===== config.mk =====
export PLATFORM = sky130hd
export DESIGN_NAME = shared_timer_tach_capture
export DESIGN_NICKNAME = d
export VERILOG_FILES = /design/src/rtl/stt_pkg.sv /design/src/rtl/stt_chan.sv /design/src/rtl/shared_timer_tach_capture.sv
export SDC_FILE = /design/constraint.sdc
export NUM_CORES = 1
export LEC_CHECK = 0
export ABC_AREA = 1
export BUFFER_PORTS_ARGS = -buffer_cell sky130_fd_sc_hd__buf_4
export CORE_MARGIN = 2
export CORE_UTILIZATION = 66
export DETAILED_ROUTE_END_ITERATION = 12
export PLACE_DENSITY = 0.86
export SLEW_MARGIN = 20
export SYNTH_ARGS = -nofsm -noshare
export SYNTH_HDL_FRONTEND = slang
export SYNTH_SLANG_ARGS = --single-unit

===== constraint.sdc =====
create_clock -name aclk -period 8.4 [get_ports aclk]
set_input_delay 0.84 -clock aclk [delete_from_list [all_inputs] [get_ports aclk]]
set_output_delay 0.84 -clock aclk [all_outputs]
set_load 0.01 [all_outputs]

===== src/rtl/stt_pkg.sv =====
// Shared types and codes for the shared-timer tachometer capture block.
// No dependencies. Used by stt_chan and shared_timer_tach_capture.
package stt_pkg;

    localparam logic [1:0] KIND_TICK  = 2'd0;
    localparam logic [1:0] KIND_EDGE  = 2'd1;
    localparam logic [1:0] KIND_CLEAR = 2'd2;

    localparam logic [1:0] PH_IDLE    = 2'd0;
    localparam logic [1:0] PH_HIGH    = 2'd1;
    localparam logic [1:0] PH_LOW     = 2'd2;
    localparam logic [1:0] PH_LATCHED = 2'd3;

    localparam logic [1:0] HOLD_NONE = 2'd0;
    localparam logic [1:0] HOLD_CH0  = 2'd1;
    localparam logic [1:0] HOLD_CH1  = 2'd2;

    localparam logic REG_WRAP_PERIOD  = 1'b0;
    localparam logic REG_STARVE_LIMIT = 1'b1;

    localparam logic [16:0] PERIOD_RESET = 17'd1000;
    localparam logic [15:0] LIMIT_RESET  = 16'd1000;

    typedef struct packed {
        logic [1:0] kind;
        logic       channel;
        logic       rising;
    } stt_in_t;

    typedef struct packed {
        logic        chan_out;
        logic [1:0]  phase;
        logic        done_res;
        logic [15:0] high_ticks;
        logic [15:0] high_wraps;
        logic [15:0] period_ticks;
        logic [15:0] period_wraps;
        logic [1:0]  holder;
    } stt_out_t;

    // Per-channel events decoded by the top level for one word.
    typedef struct packed {
        logic        wrap;
        logic        edge_hit;
        logic        rising;
        logic        clear;
        logic        owns;
        logic        other_owns;
        logic [15:0] ticks;
    } stt_chan_ctrl_t;

    // Channel status after the word, plus ownership events.
    typedef struct packed {
        logic [1:0]  phase;
        logic        done;
        logic [15:0] high_ticks;
        logic [15:0] high_wraps;
        logic [15:0] period_ticks;
        logic [15:0] period_wraps;
        logic        start;
        logic        close;
        logic        starve;
    } stt_chan_stat_t;

endpackage


===== src/rtl/stt_chan.sv =====
// One tachometer capture channel: phase sequence, wrap count and latches.
// Depends on stt_pkg.
module stt_chan
    import stt_pkg::*;
(
    input  logic           aclk,
    input  logic           aresetn,
    input  stt_chan_ctrl_t ctrl,
    input  logic [15:0]    starve_limit,
    output stt_chan_stat_t stat
);

    logic [1:0]  phase_reg, phase_next;
    logic        done_reg, done_next;
    logic [15:0] wraps_reg, wraps_next;
    logic [15:0] high_ticks_reg, high_ticks_next;
    logic [15:0] high_wraps_reg, high_wraps_next;
    logic [15:0] period_ticks_reg, period_ticks_next;
    logic [15:0] period_wraps_reg, period_wraps_next;
    logic        start, close, starve;

    always_comb begin
        phase_next        = phase_reg;
        done_next         = done_reg;
        wraps_next        = wraps_reg;
        high_ticks_next   = high_ticks_reg;
        high_wraps_next   = high_wraps_reg;
        period_ticks_next = period_ticks_reg;
        period_wraps_next = period_wraps_reg;
        start             = 1'b0;
        close             = 1'b0;
        starve            = 1'b0;
        if (ctrl.wrap) begin
            if (!done_reg && wraps_reg != 16'hFFFF) begin
                wraps_next = wraps_reg + 16'd1;
            end
            if (ctrl.owns && wraps_next > starve_limit) begin
                phase_next = PH_IDLE;
                starve     = 1'b1;
            end
        end else if (ctrl.edge_hit) begin
            case (phase_reg)
                PH_IDLE: begin
                    if (ctrl.rising && !ctrl.other_owns) begin
                        phase_next        = PH_HIGH;
                        wraps_next        = 16'd0;
                        high_ticks_next   = 16'd0;
                        period_ticks_next = 16'd0;
                        start             = 1'b1;
                    end
                end
                PH_HIGH: begin
                    if (!ctrl.rising) begin
                        phase_next      = PH_LOW;
                        high_ticks_next = ctrl.ticks;
                        high_wraps_next = wraps_reg;
                    end
                end
                PH_LOW: begin
                    if (ctrl.rising) begin
                        phase_next        = PH_LATCHED;
                        period_ticks_next = ctrl.ticks;
                        period_wraps_next = wraps_reg;
                        close             = 1'b1;
                    end
                end
                default: begin
                    if (ctrl.rising) begin
                        done_next = 1'b1;
                    end
                end
            endcase
        end else if (ctrl.clear) begin
            phase_next = PH_IDLE;
            done_next  = 1'b0;
        end
    end

    always_ff @(posedge aclk) begin
        if (!aresetn) begin
            phase_reg        <= PH_IDLE;
            done_reg         <= 1'b0;
            wraps_reg        <= 16'd0;
            high_ticks_reg   <= 16'd0;
            high_wraps_reg   <= 16'd0;
            period_ticks_reg <= 16'd0;
            period_wraps_reg <= 16'd0;
        end else begin
            phase_reg        <= phase_next;
            done_reg         <= done_next;
            wraps_reg        <= wraps_next;
            high_ticks_reg   <= high_ticks_next;
            high_wraps_reg   <= high_wraps_next;
            period_ticks_reg <= period_ticks_next;
            period_wraps_reg <= period_wraps_next;
        end
    end

    assign stat.phase        = phase_next;
    assign stat.done         = done_next;
    assign stat.high_ticks   = high_ticks_next;
    assign stat.high_wraps   = high_wraps_next;
    assign stat.period_ticks = period_ticks_next;
    assign stat.period_wraps = period_wraps_next;
    assign stat.start        = start;
    assign stat.close        = close;
    assign stat.starve       = starve;

    // Done is only reachable from the latched phase and clear drops both.
    a_done_latched: assert property (@(posedge aclk) disable iff (!aresetn)
        done_reg |-> (phase_reg == PH_LATCHED))
        else $error("done set outside latched phase");

    // A measurement starts only from idle.
    a_start_idle: assert property (@(posedge aclk) disable iff (!aresetn)
        start |-> (phase_reg == PH_IDLE))
        else $error("start outside idle phase");

    // Hold the wrap count once the channel is done.
    a_wraps_held_done: assert property (@(posedge aclk) disable iff (!aresetn)
        done_reg |-> (wraps_next == wraps_reg))
        else $error("wrap count moved while done");

endmodule


===== src/rtl/shared_timer_tach_capture.sv =====
// Top level of the two-channel fan tachometer capture with one shared timer.
// Depends on stt_pkg and stt_chan.

// Each input word is a timer tick, an edge on one channel or a clear of one
// channel, and each produces exactly one result word: the status of the named
// channel after the update, plus the current timer holder. A word passes an
// input register, then decode and state update, then the result register. A
// new word is taken every cycle while the result side keeps up; a stalled
// result holds the result register and the input register absorbs one more
// word before s_ready drops. Throughput is set by the state update, which is
// combinational (timer increment and compare against the wrap period,
// wrap-count increment and compare against the starvation limit).
// The configuration channel is always ready and must be written only while no
// word is in flight. COUNT_BITS sets the timer width (8 to 32); latched tick
// fields report its low 16 bits.
module shared_timer_tach_capture
    import stt_pkg::*;
#(
    parameter int COUNT_BITS = 16
) (
    input  logic        aclk,
    input  logic        aresetn,
    input  logic        s_valid,
    output logic        s_ready,
    input  stt_in_t     s_data,
    output logic        m_valid,
    input  logic        m_ready,
    output stt_out_t    m_data,
    input  logic        cfg_valid,
    output logic        cfg_ready,
    input  logic        cfg_index,
    input  logic [16:0] cfg_wdata
);

    localparam int CMP_W  = (COUNT_BITS + 1 > 17) ? COUNT_BITS + 1 : 17;
    localparam int TICK_W = (COUNT_BITS > 16) ? COUNT_BITS : 16;

    // Configuration registers.
    logic [16:0] period_reg;
    logic [15:0] limit_reg;

    // Input register.
    logic    in_valid_reg;
    stt_in_t in_word_reg;

    // Result register.
    logic     out_valid_reg;
    stt_out_t out_word_reg, out_word_next;

    // Shared timer and its owner.
    logic [COUNT_BITS-1:0] timer_reg, timer_next;
    logic [1:0]            owner_reg, owner_next;

    logic                  advance;
    logic                  fire;
    logic [COUNT_BITS:0]   cnt_plus;
    logic                  tmr_wrap;
    logic [TICK_W-1:0]     cnt_ext;
    logic                  is_tick;

    stt_chan_ctrl_t ctrl [2];
    stt_chan_stat_t stat [2];

    // Advance the pipe whenever the result register is free or being taken.
    assign advance   = !out_valid_reg || m_ready;
    assign fire      = in_valid_reg && advance;
    assign s_ready   = !in_valid_reg || advance;
    assign cfg_ready = 1'b1;
    assign m_valid   = out_valid_reg;
    assign m_data    = out_word_reg;

    always_ff @(posedge aclk) begin
        if (!aresetn) begin
            period_reg <= PERIOD_RESET;
            limit_reg  <= LIMIT_RESET;
        end else if (cfg_valid) begin
            case (cfg_index)
                REG_WRAP_PERIOD:  period_reg <= cfg_wdata;
                REG_STARVE_LIMIT: limit_reg  <= cfg_wdata[15:0];
                default:          period_reg <= period_reg;
            endcase
        end
    end

    // Input register: load on acceptance, drain when the update fires.
    always_ff @(posedge aclk) begin
        if (!aresetn) begin
            in_valid_reg <= 1'b0;
        end else if (s_valid && s_ready) begin
            in_valid_reg <= 1'b1;
        end else if (fire) begin
            in_valid_reg <= 1'b0;
        end
    end

    always_ff @(posedge aclk) begin
        if (s_valid && s_ready) begin
            in_word_reg <= s_data;
        end
    end

    // Timer wraps when the next count reaches the period or the counter is full.
    assign cnt_plus = {1'b0, timer_reg} + {{COUNT_BITS{1'b0}}, 1'b1};
    assign tmr_wrap = (CMP_W'(cnt_plus) >= CMP_W'(period_reg)) || (&timer_reg);
    assign cnt_ext  = TICK_W'(timer_reg);
    assign is_tick  = fire && (in_word_reg.kind == KIND_TICK);

    // Decode the word into per-channel events.
    for (genvar i = 0; i < 2; i++) begin : g_chan
        localparam logic [1:0] OWN_CODE   = (i == 0) ? HOLD_CH0 : HOLD_CH1;
        localparam logic [1:0] OTHER_CODE = (i == 0) ? HOLD_CH1 : HOLD_CH0;

        assign ctrl[i].wrap       = is_tick && tmr_wrap;
        assign ctrl[i].edge_hit   = fire && (in_word_reg.kind == KIND_EDGE)
                                    && (in_word_reg.channel == 1'(i));
        assign ctrl[i].rising     = in_word_reg.rising;
        assign ctrl[i].clear      = fire && (in_word_reg.kind == KIND_CLEAR)
                                    && (in_word_reg.channel == 1'(i));
        assign ctrl[i].owns       = (owner_reg == OWN_CODE);
        assign ctrl[i].other_owns = (owner_reg == OTHER_CODE);
        assign ctrl[i].ticks      = cnt_ext[15:0];

        stt_chan u_chan (
            .aclk         (aclk),
            .aresetn      (aresetn),
            .ctrl         (ctrl[i]),
            .starve_limit (limit_reg),
            .stat         (stat[i])
        );
    end

    // Timer and owner update; an edge or clear reaches only the named channel, a wrap reaches both.
    always_comb begin
        timer_next = timer_reg;
        owner_next = owner_reg;
        if (is_tick) begin
            timer_next = tmr_wrap ? '0 : cnt_plus[COUNT_BITS-1:0];
        end
        if (stat[0].starve || stat[1].starve) begin
            owner_next = HOLD_NONE;
        end
        if (stat[0].start) begin
            owner_next = HOLD_CH0;
            timer_next = '0;
        end
        if (stat[1].start) begin
            owner_next = HOLD_CH1;
            timer_next = '0;
        end
        if (stat[0].close || stat[1].close) begin
            owner_next = HOLD_NONE;
        end
        if (ctrl[0].clear && ctrl[0].owns) begin
            owner_next = HOLD_NONE;
        end
        if (ctrl[1].clear && ctrl[1].owns) begin
            owner_next = HOLD_NONE;
        end
    end

    always_ff @(posedge aclk) begin
        if (!aresetn) begin
            timer_reg <= '0;
            owner_reg <= HOLD_NONE;
        end else begin
            timer_reg <= timer_next;
            owner_reg <= owner_next;
        end
    end

    // Report the named channel after the update.
    always_comb begin
        out_word_next.chan_out     = in_word_reg.channel;
        out_word_next.phase        = stat[in_word_reg.channel].phase;
        out_word_next.done_res     = stat[in_word_reg.channel].done;
        out_word_next.high_ticks   = stat[in_word_reg.channel].high_ticks;
        out_word_next.high_wraps   = stat[in_word_reg.channel].high_wraps;
        out_word_next.period_ticks = stat[in_word_reg.channel].period_ticks;
        out_word_next.period_wraps = stat[in_word_reg.channel].period_wraps;
        out_word_next.holder       = owner_next;
    end

    always_ff @(posedge aclk) begin
        if (!aresetn) begin
            out_valid_reg <= 1'b0;
        end else if (advance) begin
            out_valid_reg <= in_valid_reg;
        end
    end

    always_ff @(posedge aclk) begin
        if (fire) begin
            out_word_reg <= out_word_next;
        end
    end

    // The owner is a channel in the middle of a measurement, unless a word is being processed.
    a_own0_active: assert property (@(posedge aclk) disable iff (!aresetn)
        (owner_reg == HOLD_CH0) |-> (stat[0].phase == PH_HIGH || stat[0].phase == PH_LOW
                                     || fire))
        else $error("channel zero owns timer outside a measurement");

    a_own1_active: assert property (@(posedge aclk) disable iff (!aresetn)
        (owner_reg == HOLD_CH1) |-> (stat[1].phase == PH_HIGH || stat[1].phase == PH_LOW
                                     || fire))
        else $error("channel one owns timer outside a measurement");

    a_holder_match: assert property (@(posedge aclk) disable iff (!aresetn)
        fire |=> (out_word_reg.holder == owner_reg))
        else $error("reported holder differs from timer owner");

endmodule

== Word level (Yosys, flattened, before mapping) ==
Cells that the tools add are included.

* $add $sub $neg: 3
* Magnitude comparators: 4
* Equal/unequal tests: 10
* Muxes and demuxes: 105
* Bitwise logic cells: 4
* Reductions and logical operators: 47

{| class="wikitable"
|+ Operator list
! kind !! number
|-
| 16-bit two-way mux || 45
|-
| 70-bit two-way mux || 3
|-
| 16-bit one-hot mux with 2 select lines || 4
|-
| 2-bit two-way mux || 20
|-
| 16-bit by 1-bit adder with 16-bit output, second input constant || 2
|-
| 16-bit > comparator || 2
|-
| 16-bit inequality test, second input constant || 2
|-
| 1-bit two-way mux || 31
|-
| 1-bit logical AND || 18
|-
| 16-bit by 1-bit adder with 17-bit output, second input constant || 1
|-
| 17-bit >= comparator || 1
|-
| 16-bit AND reduction || 1
|-
| 2-bit nonzero test || 7
|-
| 2-bit one-hot mux with 3 select lines || 2
|-
| 3-bit OR reduction || 3
|-
| 2-bit by 1-bit equality test with 1-bit output, second input constant || 4
|-
| 2-bit equality test, second input constant || 4
|-
| 1-bit logical NOT || 6
|-
| 2-bit logical NOT || 3
|-
| 3-bit AND reduction || 2
|-
| 1-bit logical OR || 5
|-
| 2-bit AND reduction || 2
|-
| 1-bit inverter || 3
|-
| 2-bit >= comparator, second input constant || 1
|-
| 1-bit inverter with 2-bit output || 1
|}

* Register bits: 293
* Output and inout bits: 73

== Longest topological paths before layout ==
Gate-level depths: netlist of the first run.

* Depth after elaboration: 17
* Mapped depth: 23

== Hierarchy ==
Synthesis of the first run repeated with hierarchy kept, for this count alone.

* Cell total of the unflattened synthesis: 2300
* Area, all modules: 15906.5 sq um

{| class="wikitable"
|+ By module, submodules not included
! module !! instances !! cells each !! area an instance (sq um) !! seq. area each (sq um)
|-
| shared_timer_tach_capture || 1 || 705 || 5934.4 || 3283.1
|-
| stt_chan (g_chan[0].u_chan) || 1 || 799 || 4993.5 || 1661.6
|-
| stt_chan (g_chan[1].u_chan) || 1 || 796 || 4978.5 || 1661.6
|}

== Worst setup path after synthesis of the first run ==
No wires, ideal clock.

* Path type: in2reg
* Start: in m_ready
* End: reg out_word_reg, in the netlist m_data[19], data pin
* Library setup time: 0.267 ns
* Arrival time: 2.984 ns
* Slack: 5.149 ns
* Cell stages on the path: 12
* Path buffers: 1
* Cell sequence: inv_2 > nand2_1 > nand2_2 > inv_2 > nand2_4 > nor2_8 > nand2_1 > inv_1 > nand2_1 > buf_2 > a211oi_1 > o21ai_0

{| class="wikitable"
|+ RTL lines
! what !! line !! source
|-
| start: declaration || shared_timer_tach_capture.sv:27 || <nowiki>input logic m_ready,</nowiki>
|-
| end signal: assignment || shared_timer_tach_capture.sv:193 || <nowiki>out_word_reg <= out_word_next;</nowiki>
|-
| end: declaration || shared_timer_tach_capture.sv:48 || <nowiki>stt_out_t out_word_reg, out_word_next;</nowiki>
|}

== Worst setup path in the final report of the first run ==
* Start: reg timer_reg[2], in the netlist cnt_ext[2]
* End: reg g_chan[1].u_chan.wraps_reg[3]

* Longest elaborated chain between the ends: 6

{| class="wikitable"
|+ RTL lines
! what !! line !! source
|-
| start: declaration || shared_timer_tach_capture.sv:51 || <nowiki>logic [COUNT_BITS-1:0] timer_reg, timer_next;</nowiki>
|-
| start signal: assignment || shared_timer_tach_capture.sv:166 || <nowiki>timer_reg <= timer_next;</nowiki>
|-
| 16-bit by 1-bit adder with 17-bit output || shared_timer_tach_capture.sv:103 || <nowiki>assign cnt_plus = {1'b0, timer_reg} + {{COUNT_BITS{1'b0}}, 1'b1};</nowiki>
|-
| 17-bit >= comparator || shared_timer_tach_capture.sv:104 || <nowiki>assign tmr_wrap = (CMP_W'(cnt_plus) >= CMP_W'(period_reg)) || (&timer_reg);</nowiki>
|-
| 1-bit logical OR * || shared_timer_tach_capture.sv:104 ||
|-
| 1-bit logical AND * || shared_timer_tach_capture.sv:113 || <nowiki>assign ctrl[i].wrap = is_tick && tmr_wrap;</nowiki>
|-
| 2-bit nonzero test (no line) || -- ||
|-
| 3-bit AND reduction (no line) || -- ||
|-
| end signal: assignment || stt_chan.sv:91 || <nowiki>wraps_reg <= wraps_next;</nowiki>
|-
| end: declaration || stt_chan.sv:15 || <nowiki>logic [15:0] wraps_reg, wraps_next;</nowiki>
|}

Every way passes the cells marked *; elsewhere a longest branch is shown, timed or not.
A chain may end at the register's enable or synchronous reset.

==> out/metrics.yaml, run 1 <==
outcome:
  status: "finished, final reports clean"
timing:
  hold_viol_final: 0
  max_freq_mhz: 251
  fin_skew_ns: 0.00959
  worst_pin_slew_ns: 1.05
  layout_min_cycle_time_ns: 3.99
  max_slew_margin: 0.299
  finalSetupViolations: 0
  slew_violations: 0
  rsz0062_at_grt: "false"
  finalSetupTns_ns: 0
  fin_ws_ns: 4.41
  hold_ws_ns: 0.456
  fin_crit_sh: 0.475
worst_setup_path:
  r2r_cells: 16
  critPathKind: "reg -> reg"
  cp.required_ns: 8.79
  timing.rr.start: "cnt_ext[2]$_SDFFE_PP0P_"
  critPathCapture: "g_chan[1].u_chan.wraps_reg[3]$_SDFFE_PN0P_"
  startpoint: "cnt_ext[2]$_SDFFE_PP0P_"
  r2r-end: "g_chan[1].u_chan.wraps_reg[3]$_SDFFE_PN0P_"
  r2r_setup_slack_ns: 4.41
  cp_max_fo: 36
  cp_data_arrival_time_ns: 4.38
  critPathCaptureType: "flop"
  cp-start-kind: "flop"
clocking:
  clkTransAtPathRegs_ns: 0.06
  clkLatencyLatePin_ns: 0.56
  cts_tree: "done"
  ctsHoldBuffers: 0
  cts_buffer_depth: 3
  cts_resized: 0
  cts-root-buf: "clkbuf_16"
  cts_buffers: 30
  clock-sinks: 293
  htreeDepth: 1
  postCtsSetupBuffers: 0
synth:
  ys_seq_area_frac: 0.452
  syn_area_per_cell_sq_um: 7.32
  ys_seq_elements: 293
  syn_nets: 2076
  syn_area_sq_mm: 0.0146
  post_synth_inst_count: 1997
  ys_warn_count: 0
  synth_cell_types: 46
placed_design:
  numPortBuffers: 98
  place.gp.congestion: 0.940
  placed_area_sq_mm: 0.0153
  pre_cts_slack_ns: 4.59
  hpwlAfterDp_um: 25800
drt:
  vias: 13500
  wl_per_cell_um: 16.2
  antenna_left: 0
  firstDrtPassIters: 7
  drc: 0
  drt-initial-drc-count: 1401
  drt_wl_total_um: 37900
  via_per_inst: 5.74
power:
  peakVddDrop_mv: 0.146
  finalPower_mw: 3.08
  pwr_density_cell_mw_per_mm2: 187
  p_leak_nw: 6.63
finish:
  regArea_sq_mm: 0.00661
  fillers: 1630
  syn_to_final_growth_pct: 12.3
  layout.nets: 2120
  largest_reg_flops: 70
  layout-drive-gt1-share: 0.0906
  n_antenna_cell: 0
  multi_input_area_sq_mm: 0.00645
  final_area_sq_mm: 0.0164
floorplanning:
  start_util: 0.672
  core_region_area_sq_mm: 0.0218
  die_h_um: 153
  fp.dieW_um: 153
  rows: 54
  pin_count: 100
  die_area_sq_mm: 0.0234
grt:
  grt_busiest_layer: "met2"
  antenna_found_initial: 0
  overflow: 0
  grtUsageTotal: 0.317
  grtUsageMet3: 0.0539
  grt_max_degree: 106
  gr-usage-met2: 0.490
  grt_use_met1: 0.460
  grt_pass1_wl_um: 60900
  first_global_vias: 12100
run:
  maxCapViolCount: 0
min_path:
  min_path_type: "in -> reg"
-- layer usage --
layer	share of wire	wire (um)
met3	0.10	3950
met5	0	0
met4	0.024	924
met2	0.44	16800
met1	0.43	16200
-- cells in the final DEF, fill, tap and decap left out, types with 22 or more instances in the layout --
master and instances:
a21oi_1 153, buf_4 103, clkbuf_16 31, dfxtp_1 219, edfxtp_1 74, ha_1 52, inv_1 296, nand2_1 467
nand3_1 44, nand4_1 28, nor2_1 223, o21ai_0 180, o21ai_1 22, o22ai_1 22, xor2_1 31
-- per-stage QoR --
stage / cells / util
global placement: 2289 / 0.705
detailed placement: 2289 / 0.705
finish: 2345 / 0.755
global route: 2345 / 0.755
CTS: 2345 / 0.755
floorplan: 1997 / -
-- Yosys cell counts, drive strengths merged --
cell type  count  share of area
nand2        471           0.12
inv          309          0.079
nor2         233          0.063
dfxtp        219           0.30
o21ai        203          0.070
a21oi        154          0.053
edfxtp        74           0.15
clkbuf        57          0.015
ha            52          0.044
nand3         47          0.017
buf           34          0.013
xor2          31          0.019
nand4         28          0.012
nor3          22         0.0086
o22ai         22         0.0094
o211ai        13         0.0067
mux2i          7         0.0048
a211oi         4         0.0021
o31ai          3         0.0015
o21a           2         0.0010
o21bai         2         0.0013
xnor2          2         0.0012
a21boi         1        0.00077
a21o           1        0.00051
a31oi          1        0.00043
a32oi          1        0.00060
and2           1        0.00043
and3           1        0.00043
conb           1        0.00026
o221ai         1        0.00060
-- worst max-delay path, cell delays in order (launching register included) --
cell,delay [ns]
dfxtp_1,0.48
inv_1,0.10
nor3_1,0.25
nand4_1,0.20
nor2_1,0.22
nand3_1,0.11
xor2_1,0.18
ha_1,0.29
nand2_1,0.05
nor2_1,0.22
nand2_1,0.11
a21oi_1,0.18
nor2_2,0.09
a21oi_4,0.74
nor2_2,0.34
nand2_1,0.17
a21oi_1,0.08
-- logic make-up after synthesis --
logic type | count (synthesis) | synth area share
and+or+nand+nor | 803 | 0.224
AOI/OAI and AO/OA | 408 | 0.148
buffers and inverters | 400 | 0.107
DFF | 293 | 0.452
adders and majority gates | 52 | 0.0445
xor gates and xnor gates | 33 | 0.0198
muxes | 7 | 0.00479
other | 1 | 0.000256
-- report_power, final --
group	leakage (nW)	switching (mW)	total [mW]	internal [mW]
sequential	2.48	0.00971	1.48	1.47
combinational	3.62	0.107	0.152	0.0453
clock	0.523	0.562	1.45	0.885
total	6.63	0.678	3.08	2.40
-- area by class of cell --
| type | instances | share of cell area |
|---|---|---|
| Inverter | 309 | 0.0708 |
| Sequential cell | 293 | 0.402 |
| Multi-Input combinational cell | 1304 | 0.393 |
| Clock buffer | 40 | 0.0511 |
| Tap cell | 280 | 0.0213 |
| Clock inverter | 16 | 0.0144 |
| Timing Repair Buffer | 103 | 0.0471 |
-- worst min-delay path by stage --
stage | from | endpoint | slack, ns | cells after the start
6_report | s_data[0] | ctrl[19]$_DFFE_PP_ | 0.46 | 1
4_1_cts | s_data[0] | ctrl[19]$_DFFE_PP_ | 0.45 | 1
3_3_place_gp | g_chan[0].u_chan.period_ticks_reg[5]$_SDFF_PN0_ | g_chan[0].u_chan.period_ticks_reg[5]$_SDFF_PN0_ | 0.46 | 2
2_1_floorplan | in_word_reg[1]$_DFFE_PP_ | m_data[69]$_DFFE_PP_ | 0.43 | 0
5_1_grt | s_data[0] | ctrl[19]$_DFFE_PP_ | 0.45 | 1
3_5_place_dp | period_reg[16]$_SDFFE_PN0P_ | period_reg[16]$_SDFFE_PN0P_ | 0.46 | 2
Note: power is estimated with default switching activity, not from simulation.
==> run 2, diff against run 1 <==
Settings changed: CORE_UTILIZATION 66 to 55, PLACE_DENSITY 0.86 to 0.76.
Clock period 8.4 ns to 3.65 ns, I/O delays scaled along.
==> out/metrics.yaml, run 2 (synthesis gave the netlist of run 1 again) <==
min_path:
  min_path_type: "in -> reg"
placed_design:
  hpwlAfterDp_um: 26700  # +3.6%
  place.gp.congestion: 0.937  # -0.30%
  pre_cts_slack_ns: 0.355  # -4.24 ns
  numPortBuffers: 98  # unchanged
drt:
  wl_per_cell_um: 15.8  # -2.1%
  drt-initial-drc-count: 1424  # +1.6%
  drt_wl_total_um: 38300  # +1.0%
  via_per_inst: 5.47  # -4.6%
  vias: 13200  # -1.6%
  firstDrtPassIters: 8  # +1
  drc: 0  # unchanged
  antenna_left: 0  # unchanged
floorplanning:
  rows: 59  # +9.3%
  core_region_area_sq_mm: 0.0261  # +20%
  fp.dieW_um: 167  # +9.3%
  start_util: 0.561  # -0.111
  pin_count: 100  # unchanged
  die_area_sq_mm: 0.0279  # +19%
  die_h_um: 167  # +9.3%
worst_setup_path:
  r2r-end: "m_data[67]$_DFFE_PP_"
  r2r_setup_slack_ns: 0.26  # -4.15 ns
  startpoint: "cnt_ext[0]$_SDFFE_PP0P_"
  cp_max_fo: 8  # -78%
  r2r_cells: 18  # +2
  critPathKind: "reg -> reg"
  cp-start-kind: "flop"
  cp.required_ns: 4.06  # -4.73 ns
  timing.rr.start: "cnt_ext[0]$_SDFFE_PP0P_"
  critPathCapture: "m_data[67]$_DFFE_PP_"
  cp_data_arrival_time_ns: 3.79  # -0.59 ns
  critPathCaptureType: "flop"
power:
  finalPower_mw: 6.86  # +120%
  pwr_density_cell_mw_per_mm2: 414  # +120%
  p_leak_nw: 6.69  # +1.0%
  peakVddDrop_mv: 0.391  # +170%
  sw_frac_of_total: 0.223  # +0.00262
  pwr-share-seq: 0.497  # +0.016
  power_frac_clock: 0.451  # -0.019
  power.switching_mw: 1.53  # +130%
  intPower_mw: 5.33  # +120%
  p_comb_frac: 0.053  # +0.004
clocking:
  clkLatencyLatePin_ns: 0.56  # about the same
  postCtsSetupBuffers: 0  # unchanged
  cts-root-buf: "clkbuf_16"
  clkTransAtPathRegs_ns: 0.06  # about the same
  cts_buffers: 31  # +3.3%
  htreeDepth: 1  # unchanged
  cts_tree: "done"
  clock-sinks: 293  # unchanged
  cts_buffer_depth: 3  # unchanged
grt:
  grt_max_degree: 104  # -1.9%
  overflow: 0  # unchanged
  antenna_found_initial: 0  # unchanged
  first_global_vias: 12200  # +0.92%
  grtUsageTotal: 0.266  # -0.0507
  grt_pass1_wl_um: 61100  # +0.39%
finish:
  final_core_util: 0.636  # -0.118
  largest_reg_flops: 70  # unchanged
  layout-drive-gt1-share: 0.0950  # +0.00445
  final_common_cell: "nand2_1"
  layout_common_cells: "467 x nand2_1, 295 x inv_1, 223 x nor2_1"
  n_antenna_cell: 0  # unchanged
  layout.nets: 2139  # +0.90%
  syn_to_final_growth_pct: 13.4
timing:
  fin_ws_ns: 0.265  # -4.15 ns
  layout_min_cycle_time_ns: 3.39  # -0.603 ns
  max_slew_margin: 0.293  # -0.00563
  hold_viol_final: 0  # unchanged
  finalSetupViolations: 0  # unchanged
  rsz0062_at_grt: "false"
  fin_crit_sh: 0.927  # +0.453
  worst_pin_slew_ns: 1.05  # +0.00193 ns
  slew_violations: 0  # unchanged
  finalSetupTns_ns: 0  # unchanged
  max_freq_mhz: 295  # +18%
  fin_skew_ns: 0.0248  # +0.0152 ns
run:
  maxCapViolCount: 0  # unchanged
outcome:
  status: "finished, final reports clean"
## run 2: power groups by stage
stage | logic, mW | registers, mW | clock network [mW]
2_1_floorplan | 0.199 | 3.49 | 0
3_3_place_gp | 0.343 | 3.48 | 0
3_5_place_dp | 0.353 | 3.48 | 0
4_1_cts | 0.357 | 3.41 | 3.11
5_1_grt | 0.394 | 3.41 | 3.26
6_report | 0.361 | 3.41 | 3.09
## run 2: stage by stage
step	instances	hold slack, ns	instance area (sq um)
after floorplan	1997	0.425	14600
after global placement	2358	0.459	15500
after detailed placement	2358	0.458	15500
after CTS	2419	0.0425	16600
after global routing	2419	0.0502	16600
final	2419	0.0603	16600
## run 2: repair_timing
item	in CTS	in global routing
resized for setup	0	1
endpoints found under the hold margin	4	0
hold buffers	4	0
endpoints found under the setup margin	0	3
## run 2: how the worst min path moves through the flow
stage,from,endpoint,slack (ns),cells past startpoint
after global routing,cfg_wdata[9],period_reg[9]$_SDFFE_PN1P_,0.05,3
final,cfg_wdata[3],limit_reg[3]$_SDFFE_PN1P_,0.06,3
after CTS,cfg_wdata[5],limit_reg[5]$_SDFFE_PN1P_,0.04,3
after detailed placement,period_reg[12]$_SDFFE_PN0P_,period_reg[12]$_SDFFE_PN0P_,0.46,2
after floorplan,in_word_reg[1]$_DFFE_PP_,m_data[69]$_DFFE_PP_,0.43,0
after global placement,g_chan[0].u_chan.period_ticks_reg[5]$_SDFF_PN0_,g_chan[0].u_chan.period_ticks_reg[5]$_SDFF_PN0_,0.46,2
## run 2: cell type report
type	count	area [sq um]
multi-input combinational	1304	6450
sequential	293	6610
clock buffer	45	900
clock inverter	12	109
tap	335	419
timing repair buffer	121	935
inverter	309	1160
fill	2303	9470
## run 2: worst max-delay path, cell delays in order, from the launching register on
cell and delay (ns):
dfxtp_1 0.51, ha_1 0.25, nand2_1 0.09, nor2_2 0.20, nand3_2 0.15, nor2_1 0.14, xor2_1 0.24, ha_1 0.29
a21oi_1 0.13, nor2_1 0.05, nor2_1 0.09, nand3_1 0.08, nor2_1 0.26, nand2_2 0.18, nand2_1 0.18, o21ai_0 0.14
nand2_1 0.10, nand2_1 0.05, nand2_1 0.09
## run 2: routing by layer
layer,vias up,share of wire,GRT usage
met1,6119,0.45,0.387
met2,544,0.44,0.412
met3,71,0.087,0.0433
met4,0,0.021,0.0686
li1,6507,-,-
met5,-,0,0
